==> config.mk <==
export PLATFORM = sky130hd
export DESIGN_NAME = integer_literal_parser
export DESIGN_NICKNAME = d
export VERILOG_FILES = /design/src/sv/ilp_pkg.sv /design/src/sv/ilp_step.sv /design/src/sv/integer_literal_parser.sv
export SDC_FILE = /design/constraint.sdc
export NUM_CORES = 1
export LEC_CHECK = 0
export ABC_AREA = 0
export BUFFER_PORTS_ARGS = -buffer_cell sky130_fd_sc_hd__buf_2
export CAP_MARGIN = 10
export CORE_MARGIN = 3
export CORE_UTILIZATION = 40
export DETAILED_ROUTE_END_ITERATION = 8
export PLACE_DENSITY = 0.63
export SYNTH_ARGS = -nofsm -noshare
export SYNTH_HDL_FRONTEND = slang
export SYNTH_SLANG_ARGS = --single-unit
==> constraint.sdc <==
create_clock -name i_clk -period 7.9 [get_ports i_clk]
set_input_delay 1.975 -clock i_clk [delete_from_list [all_inputs] [get_ports i_clk]]
set_output_delay 1.975 -clock i_clk [all_outputs]
set_load 0.01 [all_outputs]
==> src/sv/ilp_pkg.sv <==
// Shared types, constants and character decode for the integer literal parser.
package ilp_pkg;

    localparam int VALUE_WIDTH = 32;
    localparam int CHAR_WIDTH  = 8;
    localparam int DIGIT_WIDTH = 5;

    localparam logic [CHAR_WIDTH-1:0] CH_MINUS = 8'h2D;
    localparam logic [CHAR_WIDTH-1:0] CH_ZERO  = 8'h30;
    localparam logic [CHAR_WIDTH-1:0] CH_X     = 8'h78;

    localparam logic [DIGIT_WIDTH-1:0] NOT_A_DIGIT = 5'd16;

    typedef enum logic [2:0] {
        PH_START      = 3'd0,
        PH_AFTER_SIGN = 3'd1,
        PH_AFTER_ZERO = 3'd2,
        PH_AFTER_X    = 3'd3,
        PH_DIGITS     = 3'd4
    } t_phase;

    typedef enum logic [1:0] {
        RADIX_DEC = 2'd0,
        RADIX_OCT = 2'd1,
        RADIX_HEX = 2'd2
    } t_radix;

    typedef struct packed {
        t_phase                 phase;
        logic                   negative;
        t_radix                 radix;
        logic [VALUE_WIDTH-1:0] acc;
        logic                   error_seen;
    } t_parse_state;

    localparam t_parse_state PARSE_RESET = '{
        phase:      PH_START,
        negative:   1'b0,
        radix:      RADIX_DEC,
        acc:        '0,
        error_seen: 1'b0
    };

    function automatic logic [DIGIT_WIDTH-1:0] digit_of(input logic [CHAR_WIDTH-1:0] c);
        logic [DIGIT_WIDTH-1:0] d;
        d = NOT_A_DIGIT;
        if (c >= 8'h30 && c <= 8'h39) begin
            d = DIGIT_WIDTH'(c - 8'h30);
        end else if (c >= 8'h61 && c <= 8'h66) begin
            d = DIGIT_WIDTH'(c - 8'h61 + 8'd10);
        end else if (c >= 8'h41 && c <= 8'h46) begin
            d = DIGIT_WIDTH'(c - 8'h41 + 8'd10);
        end
        return d;
    endfunction

    function automatic logic [DIGIT_WIDTH-1:0] radix_of(input t_radix r);
        logic [DIGIT_WIDTH-1:0] v;
        case (r)
            RADIX_OCT: v = 5'd8;
            RADIX_HEX: v = 5'd16;
            default:   v = 5'd10;
        endcase
        return v;
    endfunction

endpackage

==> src/sv/ilp_step.sv <==
// Per-character parse step: next state and the result for a final character.
module ilp_step (
    input  ilp_pkg::t_parse_state                     i_state,
    input  logic [ilp_pkg::CHAR_WIDTH-1:0]            i_char,
    input  logic                                      i_last,
    output ilp_pkg::t_parse_state                     o_state,
    output logic                                      o_ok,
    output logic signed [ilp_pkg::VALUE_WIDTH-1:0]    o_value
);
    import ilp_pkg::*;

    t_parse_state           s;
    t_radix                 radix_use;
    logic                   take;
    logic [DIGIT_WIDTH-1:0] digit;
    logic [VALUE_WIDTH-1:0] scaled;
    logic [VALUE_WIDTH-1:0] acc_fin;

    assign digit = digit_of(i_char);

    always_comb begin
        s         = i_state;
        take      = 1'b0;
        radix_use = i_state.radix;
        if (!i_state.error_seen) begin
            unique case (i_state.phase)
                PH_START, PH_AFTER_SIGN: begin
                    if (i_state.phase == PH_START && i_char == CH_MINUS) begin
                        s.negative = 1'b1;
                        s.phase    = PH_AFTER_SIGN;
                        if (i_last) begin
                            s.error_seen = 1'b1;
                        end
                    end else if (i_char == CH_ZERO) begin
                        s.phase = PH_AFTER_ZERO;
                    end else begin
                        radix_use = RADIX_DEC;
                        take      = 1'b1;
                    end
                end
                PH_AFTER_ZERO: begin
                    if (i_char == CH_X) begin
                        s.radix = RADIX_HEX;
                        s.phase = PH_AFTER_X;
                        if (i_last) begin
                            s.error_seen = 1'b1;
                        end
                    end else begin
                        radix_use = RADIX_OCT;
                        take      = 1'b1;
                    end
                end
                default: begin
                    take = 1'b1;
                end
            endcase
        end

        // multiply by the radix with shifts and one add
        case (radix_use)
            RADIX_HEX: scaled = i_state.acc << 4;
            RADIX_OCT: scaled = i_state.acc << 3;
            default:   scaled = (i_state.acc << 3) + (i_state.acc << 1);
        endcase

        if (take) begin
            s.radix = radix_use;
            if (digit >= radix_of(radix_use)) begin
                s.error_seen = 1'b1;
            end else begin
                s.acc   = scaled + VALUE_WIDTH'(digit);
                s.phase = PH_DIGITS;
            end
        end

        o_ok    = !s.error_seen && (s.phase == PH_DIGITS || s.phase == PH_AFTER_ZERO);
        acc_fin = s.negative ? (~s.acc + 1'b1) : s.acc;
        o_value = o_ok ? $signed(acc_fin) : '0;
        // return to the start of a literal after its final character
        o_state = i_last ? PARSE_RESET : s;
    end

endmodule

==> src/sv/integer_literal_parser.sv <==
// Top level of the streaming C integer literal parser.
// Takes one character per request on the slave side, with tlast on the final
// character of a literal, and returns one result per literal on the master side:
// tuser[0] is the well-formed flag and tdata the signed 32-bit value (zero when
// the literal is malformed, wrapping on overflow). A character is registered,
// then decode and shift-and-add accumulate carry it into the parse state, and
// a final character's result into the result register. The block takes one
// character every cycle, except while a final character waits for the result
// slot. The result register frees the input side, so characters keep flowing
// while a result waits, until a second final character has to wait for that slot.
module integer_literal_parser (
    input  logic                                i_clk,
    input  logic                                i_rst_n,
    input  logic                                s_axis_tvalid,
    output logic                                s_axis_tready,
    input  logic [ilp_pkg::CHAR_WIDTH-1:0]      s_axis_tdata,   // [7:0] char_code
    input  logic                                s_axis_tlast,
    output logic                                m_axis_tvalid,
    input  logic                                m_axis_tready,
    output logic [ilp_pkg::VALUE_WIDTH-1:0]     m_axis_tdata,   // [31:0] value
    output logic                                m_axis_tuser    // [0] ok
);
    import ilp_pkg::*;

    logic                          r_in_valid;
    logic [CHAR_WIDTH-1:0]         r_in_char;
    logic                          r_in_last;
    t_parse_state                  r_state;
    t_parse_state                  n_state;
    logic                          r_out_valid;
    logic                          r_out_ok;
    logic signed [VALUE_WIDTH-1:0] r_out_value;
    logic                          n_ok;
    logic signed [VALUE_WIDTH-1:0] n_value;
    logic                          out_free;
    logic                          proc;

    assign out_free      = !r_out_valid || m_axis_tready;
    assign proc          = r_in_valid && (!r_in_last || out_free);
    assign s_axis_tready = !r_in_valid || proc;

    ilp_step u_step (
        .i_state (r_state),
        .i_char  (r_in_char),
        .i_last  (r_in_last),
        .o_state (n_state),
        .o_ok    (n_ok),
        .o_value (n_value)
    );

    always_ff @(posedge i_clk) begin
        if (!i_rst_n) begin
            r_in_valid  <= 1'b0;
            r_out_valid <= 1'b0;
            r_state     <= PARSE_RESET;
        end else begin
            if (s_axis_tready) begin
                r_in_valid <= s_axis_tvalid;
            end
            if (proc) begin
                r_state <= n_state;
            end
            if (proc && r_in_last) begin
                r_out_valid <= 1'b1;
            end else if (m_axis_tready) begin
                r_out_valid <= 1'b0;
            end
        end
    end

    always_ff @(posedge i_clk) begin
        if (s_axis_tready && s_axis_tvalid) begin
            r_in_char <= s_axis_tdata;
            r_in_last <= s_axis_tlast;
        end
        if (proc && r_in_last) begin
            r_out_ok    <= n_ok;
            r_out_value <= n_value;
        end
    end

    assign m_axis_tvalid = r_out_valid;
    assign m_axis_tdata  = r_out_value;
    assign m_axis_tuser  = r_out_ok;

    // state returns to the start of a literal after its final character
    a_reset_after_last: assert property (@(posedge i_clk) disable iff (!i_rst_n)
        proc && r_in_last |=> r_state.phase == PH_START && !r_state.error_seen
            && r_state.acc == '0)
        else $error("parse state not cleared after final character");

    // a malformed literal reports zero
    a_zero_on_error: assert property (@(posedge i_clk) disable iff (!i_rst_n)
        r_out_valid && !r_out_ok |-> r_out_value == '0)
        else $error("nonzero value on malformed literal");

    // error stays until the literal ends
    a_error_sticky: assert property (@(posedge i_clk) disable iff (!i_rst_n)
        r_state.error_seen && !(proc && r_in_last) |=> r_state.error_seen)
        else $error("error flag dropped within a literal");

    // a final character waits while the result slot is taken
    a_last_waits: assert property (@(posedge i_clk) disable iff (!i_rst_n)
        r_in_valid && r_in_last && r_out_valid && !m_axis_tready
            |=> r_in_valid && r_in_last && r_out_valid)
        else $error("final character lost while result stalled");

    // only a final character loads a result
    a_result_from_last: assert property (@(posedge i_clk) disable iff (!i_rst_n)
        !r_out_valid && !(proc && r_in_last) |=> !r_out_valid)
        else $error("result appeared without a final character");

endmodule
==> impl_results.md <==
* Site Rows at 51
* Psw at 248.2 uW
* Final worst slack at 0.9302 ns
* Area leader, netlist: edfxtp_1
* Initial DRC Count at 649
* Clock power frac at 45.0%
* Vias per cell at 6.043
* Cells after synthesis at 1017
* WHS Path Cells at 2
* Slew @ Worst Pin at 1.295 ns
* Synth cell types at 105
* Reg-to-reg slack, setup at 0.93 ns
* RR Endpoint: m_axis_tdata[28]
* Syn Nets at 1075
* Top FF cell, synth: edfxtp_1
* WHS Endpoint: r_state[34]
* Yosys warning count at 0
* Max Slew Vio Count at 0
* CP max FO at 31
* GR Util All Layers at 20.78%
* Port Buffers at 47
* Clk buf depth at 2
* Hold_sp: r_state[34]
* Final Util at 44.78%
* GPL Wtd Cong at 0.8827
* Fillers at 1982
* Final ANT Viol Nets at 0
* Async SR Flop Fraction at 0%
* RSZ-0062 raised after global routing: false
* P_int at 754.6 uW
* Number of diodes at 0
* Fin crit share at 88.23%
* Dpl cell area at 8573 sq um
* FF-to-FF path depth at 25
* DIE AREA at 22290 sq um
* Setup Viol. Count Final at 0
* DIE HEIGHT at 149.3 um
* Flops & latches, synth at 83
* Combinational share of power at 8.6%
* Worst Hold Class: flop to flop
* CTS root buffer: clkbuf_16
* Total power at 1003 uW
* Required time of the critical path at 7.97 ns
* Total gr overflow at 0
* Via count at 7802
* HPWL after DPL at 17290 um
* Max VDD drop at 0.1138 mV
* H-tree Lvls at 3
* Fmax at 143.5 MHz
* Fraction of layout cells with a size suffix above 1 at 11.60%
* Fin Setup TNS at 0 ns
* Crit. End Element: flop
* Post-synthesis sequential area ratio at 25.34%
* Minimum clock period at 6.970 ns
* Critical Path AT at 7.04 ns
* Core region area at 19850 sq um
* Power Dens Cells at 112.9 nW/um^2
* DIE WIDTH at 149.3 um
* Setup bufs post-CTS at 0
* Residual DRC at 0
* Maxcap violations at 0
* Worst relative slew slack at 13.34%
* CTS sink cnt at 83
* Status: completed
* Sw Ratio at 24.75%
* Worst-path clk slew at 0.07 ns
* Crit Path Category: flop to flop
* Leak at 0.003244 uW
* Fin. Hold Viols at 0
* Fin Clk Skew at 0.009921 ns
* Number of CTS-inserted buffers at 9
* Area contributors post-synth: edfxtp_1, dfxtp_1, ha_1
* CP startpoint kind: flop
* First-pass GRT wire length at 38120 um
* Post-Synthesis Mean Instance Area at 8.078 sq um
* Post-route cell area at 8886 sq um
* Mapped Area at 8215 sq um
* Place WS at 1.028 ns
* Top-Level Pins at 48
* Pin count of the biggest net entering global routing at 45
* Synthesis-to-finish area growth at 8.163%
* Vias in the first global route at 7428
* Fin nets at 1079
* Drt wl/cell at 18.11 um
* Commonest cells post-synth: nand2_1, nor2_1, a21oi_1
* CTS tree: done
* WL final at 23380 um
* Reg2reg start: r_in_char[1]
* Initial antenna violation count at 0
* # hold bufs at CTS at 0
* PostCTS Resize Cnt at 0
* Detailed Routing Iterations Pass 1 at 7
* Post-synth top area share at 15.35%
* Clk_lat worst skew at 0.35 ns
* Reg power frac at 46.4%
* Most common cell in the synthesized netlist: nand2_1
* Starting Density at 41.40%
* Post-synth EDFFs at 42
## metrics by stage
step / hold slack, ns / std cells
after floorplan: 0.4375 / 1017
final: 0.4682 / 1291
after global placement: 0.4556 / 1275
after CTS: 0.4714 / 1291
after global routing: 0.5048 / 1291
after detailed placement: 0.4615 / 1275
## layer usage
metal	part of all wire, %	wire length (um)	track usage, %	vias to the layer above
li1	-	-	-	3867
met1	45	10520	26.52	3725
met2	50	11760	37.72	181
met3	3.4	794	2.583	29
met4	1.3	300	4.119	0
met5	0	0	0	-
## power by group through the flow
stage               Sequential [uW]  Clock (uW)  Combinational, uW
floorplan                       475           0               60.7
global placement                474           0               84.4
detailed placement              475           0               85.6
CTS                             465         454               85.9
global route                    466         472               94.8
finish                          465         451               86.2
## cells by family (layout without fill, tap and decap cells)
group	after synthesis	count (layout)	share of synthesized area [%]
buffers and inverters	88	97	4.645
adders and majority gates	45	45	7.036
xor gates and xnor gates	50	50	5.330
DFF	83	83	25.34
muxes	20	20	2.513
and+or+nand+nor	387	387	24.95
AOI/OAI and AO/OA	344	344	30.19
## cell usage in the layout, fill, tap and decap left out, types with 27 or more instances in the layout
master | synthesis | layout
nand2_1 | 104 | 104
nor2_1 | 82 | 81
a21oi_1 | 69 | 69
o21ai_0 | 65 | 65
buf_2 | 12 | 47
ha_1 | 43 | 42
edfxtp_1 | 42 | 42
dfxtp_1 | 41 | 41
and2_1 | 35 | 35
xor2_1 | 29 | 29
nor3_1 | 27 | 27
## how the worst max path moves through the flow
stage | start | end | cells past startpoint
after global routing | r_in_char[1] | m_axis_tdata[31] | 21
final | r_in_char[1] | m_axis_tdata[28] | 25
after detailed placement | r_in_char[1] | m_axis_tdata[28] | 25
after global placement | r_in_char[1] | m_axis_tdata[30] | 25
after floorplan | r_in_char[1] | m_axis_tdata[30] | 32
after CTS | r_in_char[1] | m_axis_tdata[30] | 25
## cell type report
cell class,instances,area [sq um],share of cell area (%)
clock buffers,11,254.0,2.858
clock inverters,5,58.81,0.6618
inverters,27,103.9,1.169
multi-input cells,846,5768,64.91
flip-flops and latches,83,2082,23.43
well taps,265,331.6,3.731
repair buffers,54,287.8,3.239
## sequential cells by signal, indices dropped and copies added (netlist names)
| register | count |
|---|---|
| r_in_last | 1 |
| m_axis_tvalid | 1 |
| r_in_char | 8 |
| r_state | 39 |
| m_axis_tuser | 1 |
| r_in_valid | 1 |
| m_axis_tdata | 32 |
## critical path: stages, from the launching register on
cell      delay [ns]
edfxtp_1        0.45
inv_1           0.15
ha_1            0.21
nor4b_1         0.39
and2_1          0.25
o21ai_0         0.08
a21boi_0        0.20
o22ai_1         0.16
inv_1           0.12
ha_2            0.57
and2_1          0.23
ha_1            0.17
inv_1           0.06
fa_1            0.39
nand2b_1        0.16
a21oi_1         0.28
o211ai_1        0.14
a21oi_1         0.46
nand4b_1        0.33
nor3_1          0.48
nand3_1         0.16
xnor2_1         0.19
a2111o_1        0.50
o41ai_2         0.37
xnor2_1         0.16
nor2_1          0.06
No activity file was read; power rests on OpenSTA's default activity.
